**config.mk**
```make
export PLATFORM = sky130hd
export DESIGN_NAME = lzwc_ctrl
export DESIGN_NICKNAME = d
export VERILOG_FILES = /design/src/rtl/lzwc_pkg.sv /design/src/rtl/lzwc_ctrl.sv
export VERILOG_INCLUDE_DIRS = /design/src /design/src/rtl
export SDC_FILE = /design/constraint.sdc
export NUM_CORES = 1
export LEC_CHECK = 0
export BUFFER_PORTS_ARGS = -buffer_cell sky130_fd_sc_hd__buf_4
export CAP_MARGIN = 20
export CELL_PAD_IN_SITES_DETAIL_PLACEMENT = 2
export CELL_PAD_IN_SITES_GLOBAL_PLACEMENT = 2
export CORE_AREA = 2 2 39 41
export CTS_CLUSTER_SIZE = 30
export DETAILED_ROUTE_END_ITERATION = 10
export DIE_AREA = 0 0 41 43
export PLACE_DENSITY = 0.62
export SYNTH_ARGS = -nofsm -noshare
export SYNTH_HDL_FRONTEND = slang
export SYNTH_SLANG_ARGS = --single-unit
```
**constraint.sdc**
```tcl
create_clock -name clk -period 1.2 [get_ports clk]
set_clock_uncertainty 0.2 [all_clocks]
set_input_delay 0.12 -clock clk [delete_from_list [all_inputs] [get_ports clk]]
set_output_delay 0.12 -clock clk [all_outputs]
set_load 0.02 [all_outputs]
```
**src/rtl/assert_macros.svh**
```systemverilog
// Assertion helpers shared by the RTL.
`ifndef ASSERT_MACROS_SVH
`define ASSERT_MACROS_SVH

// Same-cycle implication, held off during reset.
`define ASSERT_IMPL(label, clk, rst_n, ante, cons) \
    label: assert property (@(posedge clk) disable iff (!rst_n) (ante) |-> (cons)) \
        else $error("assertion failed: same-cycle implication");

// Next-cycle implication, held off during reset.
`define ASSERT_NEXT(label, clk, rst_n, ante, cons) \
    label: assert property (@(posedge clk) disable iff (!rst_n) (ante) |=> (cons)) \
        else $error("assertion failed: next-cycle implication");

`endif

```
**src/rtl/lzwc_pkg.sv**
```systemverilog
// ----------------------------------------------------------------------------
// lzwc_pkg
// Shared types and constants for the 12-bit LZW compressor.
// ----------------------------------------------------------------------------
package lzwc_pkg;

    localparam int CODE_W           = 12;
    localparam int BYTE_W           = 8;
    localparam int NIB_W            = 4;
    localparam int NF_W             = 13;
    localparam int DICT_ENTRIES_DEF = 4096;
    localparam int MAX_CODES        = 5;
    localparam int CNT_W            = 3;
    localparam int CFG_IDX_W        = 2;

    localparam logic [CODE_W-1:0] START_RST   = 12'd256;
    localparam logic [CODE_W-1:0] END_RST     = 12'd257;
    localparam logic [CODE_W-1:0] RESTART_RST = 12'd258;

    typedef enum logic [CFG_IDX_W-1:0] {
        REG_START   = 2'd0,
        REG_END     = 2'd1,
        REG_RESTART = 2'd2
    } cfg_reg_t;

    typedef enum logic [2:0] {
        ST_IDLE   = 3'b001,
        ST_SEARCH = 3'b010,
        ST_EMIT   = 3'b100
    } ctrl_state_t;

    typedef struct packed {
        logic load;     // take the accepted beat
        logic search;   // step the dictionary scan
        logic resolve;  // act on the search outcome
        logic emit;     // drain the code list into bytes
    } dp_cmd_t;

    typedef struct packed {
        logic in_message;
        logic search_done;
        logic emit_done;
    } dp_status_t;

endpackage

```
**src/rtl/lzwc_ctrl.sv**
```systemverilog
// ----------------------------------------------------------------------------
// lzwc_ctrl
// Sequencer: idle, dictionary search, byte emission.
// ----------------------------------------------------------------------------
`include "assert_macros.svh"

module lzwc_ctrl
    import lzwc_pkg::*;
(
    input  logic       clk,
    input  logic       rst_n,
    input  logic       in_valid,
    output logic       in_ready,
    input  dp_status_t status,
    output dp_cmd_t    cmd
);

    ctrl_state_t state_reg, state_next;

    always_ff @(posedge clk or negedge rst_n)
    begin
        if (!rst_n)
        begin
            state_reg <= ST_IDLE;
        end
        else
        begin
            state_reg <= state_next;
        end
    end

    always_comb
    begin
        state_next  = state_reg;
        cmd         = '0;
        in_ready    = 1'b0;
        unique case (state_reg)
            ST_IDLE:
            begin
                in_ready = 1'b1;
                if (in_valid)
                begin
                    cmd.load   = 1'b1;
                    state_next = status.in_message ? ST_SEARCH : ST_EMIT;
                end
            end
            ST_SEARCH:
            begin
                cmd.search = 1'b1;
                if (status.search_done)
                begin
                    cmd.resolve = 1'b1;
                    state_next  = ST_EMIT;
                end
            end
            ST_EMIT:
            begin
                cmd.emit = 1'b1;
                if (status.emit_done)
                begin
                    state_next = ST_IDLE;
                end
            end
            default:
            begin
                state_next = ST_IDLE;
            end
        endcase
    end

    `ASSERT_NEXT(a_search_to_emit, clk, rst_n,
        (state_reg == ST_SEARCH) && status.search_done, state_reg == ST_EMIT)
    `ASSERT_NEXT(a_emit_to_idle, clk, rst_n,
        (state_reg == ST_EMIT) && status.emit_done, state_reg == ST_IDLE)

endmodule

```
==> results of run 1 <==
## worst max-delay path by stage
stage / to / depth (start not counted)
6_report: cmd[3] / 2
5_1_grt: cmd[3] / 2
4_1_cts: cmd[3] / 2
3_5_place_dp: cmd[3] / 2
3_3_place_gp: state_reg[2] / 2
2_1_floorplan: state_reg[2] / 2
## critical path: cells and delay by family (launching register included)
kind | cells | cell delay, ns
buf+inv | 1 | 0.19
simple gates | 1 | 0.24
flops | 1 | 0.58
## cell usage after synthesis
| cell | number |
|---|---|
| inv_1 | 1 |
| dfstp_2 | 1 |
| nor4bb_4 | 1 |
| or3b_1 | 1 |
| nor3b_1 | 2 |
| a221o_2 | 1 |
| nor4b_1 | 1 |
| and2_1 | 1 |
| dfrtp_1 | 2 |
| nor3b_2 | 1 |
| nor3_1 | 1 |
| nand4b_1 | 1 |
| a21oi_1 | 1 |
## metal layers
metal,vias up,track usage [%]
li1,108,-
met1,113,9.740
met2,14,17.81
met3,0,5.236
met4,0,6.000
met5,-,0
## cell type report
| class | count | area, sq um |
|---|---|---|
| multi-input cells | 11 | 140.1 |
| repair buffers | 21 | 175.2 |
| flip-flops and latches | 3 | 78.83 |
| clock buffers | 4 | 26.28 |
| inverters | 1 | 3.754 |
| well taps | 16 | 20.02 |
| fillers | 161 | 939.7 |
## logic make-up (layout without fill, tap and decap cells)
family / Yosys count / after routing / synth area share [%]
simple gates: 9 / 9 / 48.32
buf+inv: 1 / 26 / 2.011
compound gates: 2 / 2 / 8.722
flops: 3 / 3 / 40.94
## layout by cell type, fill, tap and decap left out
cell,n
and2_4,1
clkbuf_4,3
nor3b_1,1
dlygate4sd3_1,1
dfrtp_2,2
nor4bb_4,1
nor3b_2,1
nor3_2,1
clkbuf_1,1
inv_1,1
nand4b_1,1
dfstp_2,1
a221o_2,1
nor3b_4,1
or3b_1,1
a21oi_1,1
nor4b_4,1
buf_6,4
buf_4,16
## timing repair
| action | CTS | global route |
|---|---|---|
| endpoints found under the setup margin | 8 | 8 |
| buffers inserted | 8 | 1 |
| hold endpoints to repair | 5 | 2 |
| resized for setup | 10 | 1 |
| pin swaps | 6 | 2 |
## stage by stage
step                      cells  worst slack, ns
final                        56          -0.3687
after global routing         56          -0.4233
after global placement       43          -0.1848
after floorplan              15          -0.2401
after detailed placement     43          -0.1914
after CTS                    56          -0.3640
## power by group through the flow
stage                     logic (W)  clock network (W)  registers (W)
after floorplan            0.000197                  0       0.000224
after global placement     0.000336                  0       0.000234
after detailed placement   0.000337                  0       0.000241
after CTS                  0.000552           0.000176       0.000229
after global routing       0.000605           0.000191       0.000237
final                      0.000568           0.000177       0.000229
==> out/metrics.cfg, run 1 <==
[setup_path]
rrSetupSlack_ns = -0.36
critPathArrivalTime_ns = 1.25
reg2reg_to = state_reg[2]
worstSetupEndpointType = primary output
critPathMaxStageDelay_ns = 0.58
crit_chain = nor4bb_4, buf_4
crit_start = state_reg[0]
crit_type = flop to primary output
reg2reg_from = state_reg[0]
required_ns = 0.88
ff2ff_path_depth = 5
path_max_fanout = 5
cp-start-kind = flop
critPathSlowestCell = dfstp_2

[cts]
cts_tree = yes
cts_buffer_depth = 2
cts.clk_slew.worst_paths_ns = 0.04
cts-hold-fix-buffers = 1
htreeDepth = 1
clock_latency_ns = 0.23
clock-root-buffer = clkbuf_4
cts_buffers = 3
numClockSinks = 3

[pwr]
combPwrFrac_pct = 58.3
power.share.clock_pct = 18.1
p_switching_w = 0.0003451
p_seq_share_pct = 23.5
power_w = 0.0009742
p_int_w = 0.0006291
leakagePower_nw = 0.2015
switching_share_pct = 35.42
powerDensity_nw_per_um2 = 2193
ir_drop_v = 0.0004442

[timing]
finalSetupViolations = 8
worst_slew_pin_slew_ns = 0.2741
post-route-period-util_pct = 130.7
layout_setup_ws_ns = -0.3687
rsz0062_at_grt = yes
relSlewSlack_pct = 81.65
final_hold_viol_count = 2
max_freq_mhz = 637.5
timing.setup.tns_ns = -2.476
min_period_ns = 1.569
drv_slew = 0
holdWs_ns = -0.05036

[layout]
area_delta_synth_final_pct = 138.3
postLayoutCellArea_sq_um = 444.2
antenna_cells = 0
fin_util_pct = 32.10
nets = 47
layout-drive-gt1-share_pct = 82.50
largest_reg_flops = 3

[yosys]
synth_top_area_share_pct = 26.85
synth_nets = 21
netlist_instances = 15
ys_types = 13
synth.cell_area_sq_um = 186.4
synth.yosys.seq_area_share_pct = 40.94
ys_ff_latch = 3
ys_warn_count = 0
syn_avg_cell_area_sq_um = 12.43
synth_area_leader_cell = dfrtp_1
synth_area_leaders = dfrtp_1 27%, dfstp_2 14%, nor4bb_4 13%

[floorplanning]
core.rowCount = 14
io_pins = 11
initial_utilization_pct = 13.47
die_width_um = 41
die_h_um = 43
core_sq_um = 1384
dieArea_sq_um = 1763

[route]
top_layer_used = met3
drtIter0Drc = 1
wl_met1_um = 263
wl_met2_um = 416
drtPass1Iterations = 2
routed-wl-met3_um = 80
drt-total-wl_um = 760
ant_nets = 0
vias_per_cell = 4.196
num_vias = 235
drc = 0
routedWlPerCell_um = 13.57

[grt]
antenna_found_initial = 0
grt_pass1_wl_um = 1152
grt_usage_pct = 10.67
grt_pass1_vias = 258
grt_max_degree = 6
grt.overflow.total = 0

[outcome]
violations = hold timing, setup timing
status = finished, violations left

[min_path]
hold_class = primary input to flop
whs_path_depth = 2
hold_path_end = state_reg[2]
min_from = status[1]

[place]
gp_congestion = 0.6614
dp_hpwl_um = 465.8
post_dp_cell_area_sq_um = 307.8
io_buffers = 10

[run]
cap_violations = 0

No activity file was read; power rests on OpenSTA's default activity.
==> run 2: changes to the inputs <==
- CTS_BUF_LIST: not set -> sky130_fd_sc_hd__clkbuf_4
==> run 2 against run 1 <==
Net effect:
- largest cell class unchanged
- register-to-register slack is essentially flat
- the flow still finishes with violations (hold timing, setup timing)
- clock power increased by 12%
- combinational power about the same
==> out/metrics.cfg, run 2 (same netlist as run 1, synthesis figures left out) <==
[setup_path]
crit_chain = nor4bb_4, buf_4
required_ns = 0.88  ; about the same
cp-start-kind = flop
worstSetupEndpointType = primary output
path_max_fanout = 5  ; unchanged
crit_start = state_reg[0]
reg2reg_from = state_reg[0]
cp_num_buf_inv = 1  ; unchanged
critPathArrivalTime_ns = 1.25  ; about the same
crit_type = flop to primary output
critPathSlowestCell = dfstp_2
critPathMaxStageDelay_ns = 0.58  ; about the same
crit_family = flip-flops

[place]
dp_hpwl_um = 465.8  ; unchanged
post-place-cells = 43  ; unchanged
gp_congestion = 0.6614  ; unchanged
io_buffers = 10  ; unchanged
dp_slack_ns = -0.1914  ; unchanged

[timing]
drv_slew = 0  ; unchanged
final_hold_viol_count = 2  ; unchanged
post-route-period-util_pct = 130.6  ; about the same
relSlewSlack_pct = 81.65  ; unchanged
worst_slew_pin_slew_ns = 0.2741  ; unchanged
rsz0062_at_grt = yes
finalSetupViolations = 8  ; unchanged
holdWs_ns = -0.04915  ; +0.001206 ns
max_freq_mhz = 638.0  ; about the same
layout_setup_ws_ns = -0.3675  ; +0.001190 ns
min_period_ns = 1.567  ; -0.001190 ns

[floorplanning]
core.rowCount = 14  ; unchanged
die_width_um = 41  ; unchanged
core_sq_um = 1384  ; unchanged
die_h_um = 43  ; unchanged
initial_utilization_pct = 13.47  ; unchanged
io_pins = 11  ; unchanged
dieArea_sq_um = 1763  ; unchanged

[cts]
cts_buffers = 3  ; unchanged
cts-hold-fix-buffers = 1  ; unchanged
cts.clk_slew.worst_paths_ns = 0.04  ; about the same
cts_buffer_depth = 2  ; unchanged
htreeDepth = 1  ; unchanged
numClockSinks = 3  ; unchanged
clock_latency_ns = 0.23  ; about the same
cts_tree = yes
clock-root-buffer = clkbuf_4

[route]
drtIter0Drc = 1  ; unchanged
drt-total-wl_um = 757  ; -0.39%
routedWlPerCell_um = 13.52  ; -0.39%
drtPass1Iterations = 2  ; unchanged
drc = 0  ; unchanged
routed-wl-met3_um = 80  ; unchanged
wl_met2_um = 414  ; -0.48%
ant_nets = 0  ; unchanged
num_vias = 235  ; unchanged
vias_per_cell = 4.196  ; unchanged
wl_met1_um = 263  ; unchanged
top_layer_used = met3

[pwr]
leakagePower_nw = 0.2049  ; +1.7%
powerDensity_nw_per_um2 = 2223  ; +1.3%
ir_drop_v = 0.0004534  ; +2.1%

[layout]
stdcell_count = 56  ; unchanged
final_cell_mix = 16 x buf_4, 4 x clkbuf_4, 4 x buf_6
largest_reg_flops = 3  ; unchanged
layout-drive-gt1-share_pct = 85.00  ; +2.5 points
final_common_cell = buf_4
area_delta_synth_final_pct = 140.3
antenna_cells = 0  ; unchanged
nets = 47  ; unchanged

[grt]
grt_pass1_vias = 258  ; unchanged
grt_usage_pct = 10.67  ; unchanged
grt.overflow.total = 0  ; unchanged
grt_max_degree = 6  ; unchanged
grt_pass1_wl_um = 1152  ; unchanged
antenna_found_initial = 0  ; unchanged

[min_path]
min_from = status[1]
hold_class = primary input to flop

[outcome]
violations = hold timing, setup timing
status = finished, violations left

[run]
cap_violations = 0  ; unchanged

[run 2: cell counts in the layout (fill, tap and decap cells not counted)]
Identical to the previous run, type by type.
[run 2: timing repair]
action | CTS | global route
resized for setup | 10 | 1
pin swaps | 6 | 2
setup buffers | 8 | 1
endpoints found under the hold margin | 5 | 2
endpoints found under the setup margin | 8 | 8
[run 2: where the power goes]
| part | internal [W] | switching, W |
|---|---|---|
| Sequential | 0.000157 | 0.0000725 |
| Clock | 0.000147 | 0.0000512 |
| Combinational | 0.000348 | 0.000220 |
[run 2: area by class of cell]
type / instances / area [sq um]
clock buffers: 4 / 30.03
well taps: 16 / 20.02
flip-flops and latches: 3 / 78.83
multi-input cells: 11 / 140.1
inverters: 1 / 3.754
repair buffers: 21 / 175.2
fillers: 162 / 935.9
[run 2: final timing paths]
path	end	slack (ns)	cells past startpoint
min in group asynchronous	state_reg[1]	0.02	2
min	state_reg[2]	-0.05	2
min reg2reg	state_reg[1]	0.44	2
max	cmd[3]	-0.37	2
max in group asynchronous	state_reg[0]	0.59	2
max reg2reg	state_reg[2]	-0.36	5
[run 2: per-layer routing]
metal  vias up  GRT usage, %
met2        14         17.81
met5         -             0
met3         0         5.236
met4         0         6.000
li1        108             -
met1       113         9.740
[run 2: per-stage QoR]
stage	cell area, sq um	setup TNS, ns	utilization (%)	power, W
2_1_floorplan	197.7	-0.8800	-	0.0004203
3_3_place_gp	307.8	-0.7834	22.24	0.0005710
3_5_place_dp	307.8	-0.9526	22.24	0.0005780
4_1_cts	447.9	-2.389	32.37	0.0009781
5_1_grt	447.9	-2.871	32.37	0.001056
6_report	447.9	-2.470	32.37	0.0009957
